File: src/hdl/falru_pkg.sv
package falru_pkg;

   localparam int ADDR_W = 32;
   localparam int CAP_W = 5;
   localparam int TOTAL_W = 32;
   localparam int DEFAULT_ENTRIES = 16;
   localparam logic [CAP_W-1:0] CAP_RESET = CAP_W'(16);

   typedef enum logic [2:0] {
      ST_IDLE,
      ST_READ,
      ST_COMPARE,
      ST_SHIFT_READ,
      ST_SHIFT_WRITE,
      ST_RESPOND
   } state_type;

endpackage

File: src/hdl/falru_ram.sv
module falru_ram #(
   parameter int WIDTH = 32,
   parameter int DEPTH = 16,
   localparam int AW = (DEPTH > 1) ? $clog2(DEPTH) : 1
) (
   input  logic             clock,
   input  logic             we,
   input  logic [AW-1:0]    waddr,
   input  logic [WIDTH-1:0] wdata,
   input  logic [AW-1:0]    raddr,
   output logic [WIDTH-1:0] rdata
);

   logic [WIDTH-1:0] mem_ff [DEPTH];
   logic [WIDTH-1:0] rdata_ff;

   always_ff @(posedge clock) begin
      if (we) begin
         mem_ff[waddr] <= wdata;
      end
      rdata_ff <= mem_ff[raddr];
   end

   assign rdata = rdata_ff;

endmodule

File: src/hdl/fully_assoc_lru_cache_tracker_core.sv
// Fully associative LRU address tracker.
// A request is one address on req_address, taken when start is high and busy
// is low. The address is searched among the cached entries, which sit in a
// small RAM in recency order with the most recent entry at address zero.
// A hit moves the entry to the front; a miss inserts the address at the front
// and, if occupancy has reached the capacity, evicts the least recent entry.
// Each request gives one response, shown for exactly one cycle while
// rsp_valid is high, carrying the hit and eviction flags, the evicted address
// and both running totals. The receiver cannot stall the response.
// The search and the shift both go through the single read port of the RAM:
// the search reads and then compares each entry it visits, and the shift
// reads and then writes each position it moves. busy drops in the cycle
// after the response. The user must write the capacity register through
// csr_write_enable and csr_write_data only while the block is idle; the
// block itself does not enforce this. Zero acts as one and values above
// ENTRIES act as ENTRIES. Reset empties the cache, clears the totals and
// sets the capacity to sixteen.
module fully_assoc_lru_cache_tracker_core #(
   parameter int ENTRIES = falru_pkg::DEFAULT_ENTRIES
) (
   input  logic                                 clock,
   input  logic                                 reset,
   input  logic                                 start,
   output logic                                 busy,
   input  logic signed [falru_pkg::ADDR_W-1:0]  req_address,
   output logic                                 rsp_valid,
   output logic                                 rsp_hit,
   output logic                                 rsp_evicted,
   output logic signed [falru_pkg::ADDR_W-1:0]  rsp_evicted_address,
   output logic [falru_pkg::TOTAL_W-1:0]        rsp_hit_count,
   output logic [falru_pkg::TOTAL_W-1:0]        rsp_miss_count,
   input  logic                                 csr_write_enable,
   input  logic [falru_pkg::CAP_W-1:0]          csr_write_data
);

   import falru_pkg::*;

   localparam int IDX_W = (ENTRIES > 1) ? $clog2(ENTRIES) : 1;
   localparam int CNT_W = $clog2(ENTRIES + 1);
   localparam int CMP_W = (CNT_W > CAP_W) ? CNT_W : CAP_W;

   state_type state_ff, state_in;
   logic [IDX_W-1:0] idx_ff, idx_in;
   logic [CNT_W-1:0] occ_ff, occ_in;
   logic [CAP_W-1:0] cap_ff, cap_in;
   logic [ADDR_W-1:0] addr_ff, addr_in;
   logic [TOTAL_W-1:0] hit_total_ff, hit_total_in;
   logic [TOTAL_W-1:0] miss_total_ff, miss_total_in;
   logic hit_ff, hit_in;
   logic evicted_ff, evicted_in;
   logic [ADDR_W-1:0] ev_addr_ff, ev_addr_in;

   logic accept;
   logic match;
   logic last;
   logic full;
   logic [CMP_W-1:0] cap_eff;
   logic [CMP_W-1:0] occ_wide;
   logic [CMP_W-1:0] cap_wide;

   logic ram_we;
   logic [IDX_W-1:0] ram_waddr;
   logic [ADDR_W-1:0] ram_wdata;
   logic [IDX_W-1:0] ram_raddr;
   logic [ADDR_W-1:0] ram_rdata;

   falru_ram #(
      .WIDTH(ADDR_W),
      .DEPTH(ENTRIES)
   ) u_ram (
      .clock(clock),
      .we(ram_we),
      .waddr(ram_waddr),
      .wdata(ram_wdata),
      .raddr(ram_raddr),
      .rdata(ram_rdata)
   );

   always_comb begin
      accept = start && (state_ff == ST_IDLE);
      match = (ram_rdata == addr_ff);
      last = ((CNT_W'(idx_ff) + 1'b1) == occ_ff);
      cap_wide = CMP_W'(cap_ff);
      occ_wide = CMP_W'(occ_ff);
      if (cap_wide == '0) begin
         cap_eff = CMP_W'(1);
      end else if (cap_wide > CMP_W'(ENTRIES)) begin
         cap_eff = CMP_W'(ENTRIES);
      end else begin
         cap_eff = cap_wide;
      end
      full = (occ_wide >= cap_eff);
   end

   // Datapath registers.
   always_comb begin
      idx_in = idx_ff;
      occ_in = occ_ff;
      cap_in = cap_ff;
      addr_in = addr_ff;
      hit_total_in = hit_total_ff;
      miss_total_in = miss_total_ff;
      hit_in = hit_ff;
      evicted_in = evicted_ff;
      ev_addr_in = ev_addr_ff;
      if (csr_write_enable) begin
         cap_in = csr_write_data;
      end
      case (state_ff)
         ST_IDLE: begin
            if (accept) begin
               addr_in = req_address;
               hit_in = 1'b0;
               evicted_in = 1'b0;
               ev_addr_in = '0;
               idx_in = '0;
               if (occ_ff == '0) begin
                  miss_total_in = miss_total_ff + 1'b1;
                  occ_in = CNT_W'(1);
               end
            end
         end
         ST_COMPARE: begin
            if (match) begin
               hit_in = 1'b1;
               hit_total_in = hit_total_ff + 1'b1;
            end else if (last) begin
               miss_total_in = miss_total_ff + 1'b1;
               if (full) begin
                  evicted_in = 1'b1;
                  ev_addr_in = ram_rdata;
               end else begin
                  idx_in = IDX_W'(occ_ff);
                  occ_in = occ_ff + 1'b1;
               end
            end else begin
               idx_in = idx_ff + 1'b1;
            end
         end
         ST_SHIFT_WRITE: begin
            if (idx_ff != '0) begin
               idx_in = idx_ff - 1'b1;
            end
         end
         default: begin
         end
      endcase
   end

   // Next state.
   always_comb begin
      state_in = state_ff;
      case (state_ff)
         ST_IDLE: begin
            if (accept) begin
               state_in = (occ_ff == '0) ? ST_SHIFT_WRITE : ST_READ;
            end
         end
         ST_READ: begin
            state_in = ST_COMPARE;
         end
         ST_COMPARE: begin
            if (match || last) begin
               state_in = (idx_in == '0) ? ST_SHIFT_WRITE : ST_SHIFT_READ;
            end else begin
               state_in = ST_READ;
            end
         end
         ST_SHIFT_READ: begin
            state_in = ST_SHIFT_WRITE;
         end
         ST_SHIFT_WRITE: begin
            if (idx_ff == '0) begin
               state_in = ST_RESPOND;
            end else if (idx_in == '0) begin
               state_in = ST_SHIFT_WRITE;
            end else begin
               state_in = ST_SHIFT_READ;
            end
         end
         ST_RESPOND: begin
            state_in = ST_IDLE;
         end
         default: begin
            state_in = ST_IDLE;
         end
      endcase
   end

   // Outputs and RAM control.
   always_comb begin
      ram_we = 1'b0;
      ram_waddr = idx_ff;
      ram_wdata = ram_rdata;
      ram_raddr = idx_ff;
      busy = (state_ff != ST_IDLE);
      rsp_valid = 1'b0;
      case (state_ff)
         ST_SHIFT_READ: begin
            ram_raddr = idx_ff - 1'b1;
         end
         ST_SHIFT_WRITE: begin
            ram_we = 1'b1;
            ram_wdata = (idx_ff == '0) ? addr_ff : ram_rdata;
         end
         ST_RESPOND: begin
            rsp_valid = 1'b1;
         end
         default: begin
         end
      endcase
   end

   always_ff @(posedge clock) begin
      if (reset) begin
         state_ff <= ST_IDLE;
         occ_ff <= '0;
         cap_ff <= CAP_RESET;
         hit_total_ff <= '0;
         miss_total_ff <= '0;
      end else begin
         state_ff <= state_in;
         occ_ff <= occ_in;
         cap_ff <= cap_in;
         hit_total_ff <= hit_total_in;
         miss_total_ff <= miss_total_in;
      end
   end

   always_ff @(posedge clock) begin
      idx_ff <= idx_in;
      addr_ff <= addr_in;
      hit_ff <= hit_in;
      evicted_ff <= evicted_in;
      ev_addr_ff <= ev_addr_in;
   end

   assign rsp_hit = hit_ff;
   assign rsp_evicted = evicted_ff;
   assign rsp_evicted_address = ev_addr_ff;
   assign rsp_hit_count = hit_total_ff;
   assign rsp_miss_count = miss_total_ff;

endmodule

File: config.mk
export PLATFORM = sky130hd
export DESIGN_NAME = fully_assoc_lru_cache_tracker_core
export DESIGN_NICKNAME = d
export VERILOG_FILES = /design/src/hdl/falru_pkg.sv /design/src/hdl/falru_ram.sv /design/src/hdl/fully_assoc_lru_cache_tracker_core.sv
export SDC_FILE = /design/constraint.sdc
export NUM_CORES = 1
export LEC_CHECK = 0
export CORE_MARGIN = 2
export CORE_UTILIZATION = 40
export CTS_CLUSTER_DIAMETER = 30
export DETAILED_ROUTE_END_ITERATION = 6
export DONT_BUFFER_PORTS = 1
export PLACE_DENSITY = 0.62
export SETUP_SLACK_MARGIN = 0.15
export SLEW_MARGIN = 15
export SYNTH_ARGS = -nofsm -noshare
export SYNTH_HDL_FRONTEND = slang
export SYNTH_SLANG_ARGS = --single-unit
export TNS_END_PERCENT = 100
File: constraint.sdc
create_clock -name clock -period 6.9 [get_ports clock]
set_clock_uncertainty 0.15 [all_clocks]
set_input_delay 1.38 -clock clock [delete_from_list [all_inputs] [get_ports clock]]
set_output_delay 1.38 -clock clock [all_outputs]
set_load 0.005 [all_outputs]
==> results.md <==
* Status: finished clean
* Dpl ws at 2.43 ns
* Grt ovf at 0
* Hpwl dp at 32.9 mm
* Gate count after technology mapping at 1504
* Startpoint types: flip-flop
* Die Wd at 263 µm
* Most frequent cells in the layout: edfxtp_1 (578), mux4_2 (160), nand2_1 (145)
* Yosys warns at 0
* Worst hold start: cap_ff[0]
* Global routing usage on met1 at 0.241
* CTS tree: yes
* Fraction of layout cells with a size suffix above 1 at 0.256
* Final period util at 0.663
* CTS sink cnt at 691
* Reg clk slew, reported paths at 0.04 ns
* CP startpoint: idx_ff[2]
* Max stage delay on crit path at 0.78 ns
* Worst path bufs/invs at 1
* Via-to-Cell Ratio at 5.42
* Fin crit period at 4.57 ns
* Top-level port count at 141
* Starting Density at 0.402
* Post-route antenna net violation count at 0
* Layout Cells excl Fill at 2592
* Top_reg_cell synth: edfxtp_1
* # DRC at 0
* Pwr dens at 473 mW/mm²
* Sequential share of the synthesized area at 0.729
* GPL Wtd Cong at 0.764
* # setup viols final at 0
* Area grow syn2layout at 22.3%
* Final #Nets at 1660
* Final slew viol count at 0
* GRT busiest layer: met2
* Inst Count DP at 2342
* Final hold viol count at 0
* Final setup TNS at 0 ns
* Hold WC Path Type: flip-flop to flip-flop
* CP Max Fanout at 24
* Kind of critical path: flip-flop to flip-flop
* Worst r2r src: idx_ff[2]
* Setup Fix Bufs, Post-CTS at 0
* Detailed Routing Iterations Pass 1 at 5
* Initial DRC count at 1279
* Syn_area_per_cell at 17.9 µm²
* PortBufs at 0
* Max VDD drop at 0.000344 V
* Initial antenna violation count at 8
* Worst setup EP type: flip-flop
* Worst slew margin at 0.309
* WHS at 0.348 ns
* Final worst slack at 2.33 ns
* Die Y at 263 µm
* Crit path max-delay family: simple AND/OR/NAND/NOR gates
* DR vias at 14100
* RSZ-0062 raised after global routing: false
* Core Util, Final at 0.491
* Die area at 0.0693 mm²
* CTS buffer count at 134
* WL/cell at 24.7 µm
* Maximum clock insertion buffer count at 3
* CP max-delay cell: dfxtp_1
* Synth Register Bits at 691
* Library cells used by synthesis at 59
* Met3 usage at 0.0523
* Commonest non-fill, non-tap cell in the layout: edfxtp_1
* Number of flops mapped to enable cells by yosys at 578
* CTS Hold Bufs at 0
* Clk_lat worst skew at 0.72 ns
* Core area at 0.0669 mm²
* Post-cts resize count at 0
* Crit path cell chain: nand2b_1 -> a2111oi_0 -> o2111a_1 -> inv_1 -> o21ai_2 -> nand4_1 -> or2_0 -> or3_1 -> a21oi_1
* Critical Path RT at 7.38 ns
* Total global-route track usage at 0.188
* Lkg Pwr at 11.0 nW
* Syn nets at 1559
* Clk root buf: clkbuf_16
* Vias in the first global route at 14400
* Post-Syn Area at 0.0269 mm²
* Met2 GRT Util at 0.308
* Worst-Margin Slew at 1.03 ns
* Largest net degree at the start of global routing at 106
* Asr flop ratio synth at 0
* Achievable Freq at 0.219 GHz
* Max Cap Viol at 0
* Total Routed Length at 64.1 mm
* Cell row count at 95
* First-pass GRT wire length at 94.6 mm
* Arrival time at the worst endpoint at 5.06 ns
* CTS H-tree depth at 4
-- synth_stat cells (5+ instances only) --
cell type	n	area share
mux2i_1	8	0.0030
o21ai_0	15	0.0028
a21oi_1	18	0.0033
nand3_1	30	0.0056
or3_1	12	0.0028
nor2b_1	5	0.0012
edfxtp_1	578	0.65
inv_1	19	0.0027
nor4_1	10	0.0023
clkbuf_1	34	0.0047
mux4_2	160	0.13
xnor2_1	20	0.0065
and3_1	12	0.0028
and2_1	33	0.0077
ha_1	14	0.0065
buf_1	11	0.0015
buf_2	15	0.0028
nor2_1	97	0.014
dfxtp_1	113	0.084
nand2_1	145	0.020
and4_1	5	0.0016
nand4_1	18	0.0042
xor2_1	71	0.023
nor3_1	9	0.0017
-- flip-flops by register name, indices dropped and copies added (netlist names) --
name and count:
addr_ff 32, cap_ff 5, idx_ff 4, occ_ff 5
rsp_evicted 1, rsp_evicted_address 32, rsp_hit 1, rsp_hit_count 32
rsp_miss_count 32, state_ff 3, u_ram.mem_ff 512, u_ram.rdata 32
-- power breakdown --
| group | switching [W] | leakage (nW) | internal, W |
|---|---|---|---|
| Clock | 0.00225 | 2.28 | 0.00439 |
| Combinational | 0.00182 | 2.58 | 0.00115 |
| Sequential | 0.000301 | 6.18 | 0.00564 |
| Total | 0.00437 | 11.0 | 0.0112 |
-- metrics by stage --
| step | cell area (µm²) | total power [W] |
|---|---|---|
| after floorplan | 26900 | 0.00801 |
| after global placement | 28100 | 0.00892 |
| after detailed placement | 28100 | 0.00900 |
| after CTS | 32900 | 0.0157 |
| after global routing | 32900 | 0.0162 |
| final | 32900 | 0.0155 |
-- cell families after synthesis --
group | count (synthesis) | synth area share
muxes | 169 | 0.137
adders and majority gates | 14 | 0.00651
AOI/OAI and AO/OA | 61 | 0.0147
xor gates and xnor gates | 91 | 0.0296
buffers and inverters | 81 | 0.0121
DFF | 691 | 0.729
and+or+nand+nor | 397 | 0.0703
-- routing by layer --
layer	vias up	wire length [µm]
met2	501	32100
li1	6129	-
met4	6	1350
met1	7329	26400
met5	-	37
met3	95	4200
-- worst min-delay path, cell delays in order, from the launching register on --
cell and delay [ns]:
dfxtp_1 0.32, mux2i_1 0.07, nor2_1 0.07
-- path summary, 6_finish.rpt --
path | endpoint | slack [ns] | depth (start not counted)
worst max-delay path | rsp_miss_count[25] | 2.33 | 9
worst min-delay path | cap_ff[0] | 0.35 | 2
worst max register to register | rsp_miss_count[25] | 2.33 | 9
worst min register to register | cap_ff[0] | 0.35 | 2
-- final cells by class --
class	count	area, µm²
Sequential cell	691	19600
Antenna cell	3	7.51
Clock buffer	166	3630
Timing Repair Buffer	26	220
Multi-Input combinational cell	732	7120
Clock inverter	81	1120
Tap cell	873	1090
Inverter	20	75.1
Fill cell	5462	34000
Power figures use the tool's default switching activity.
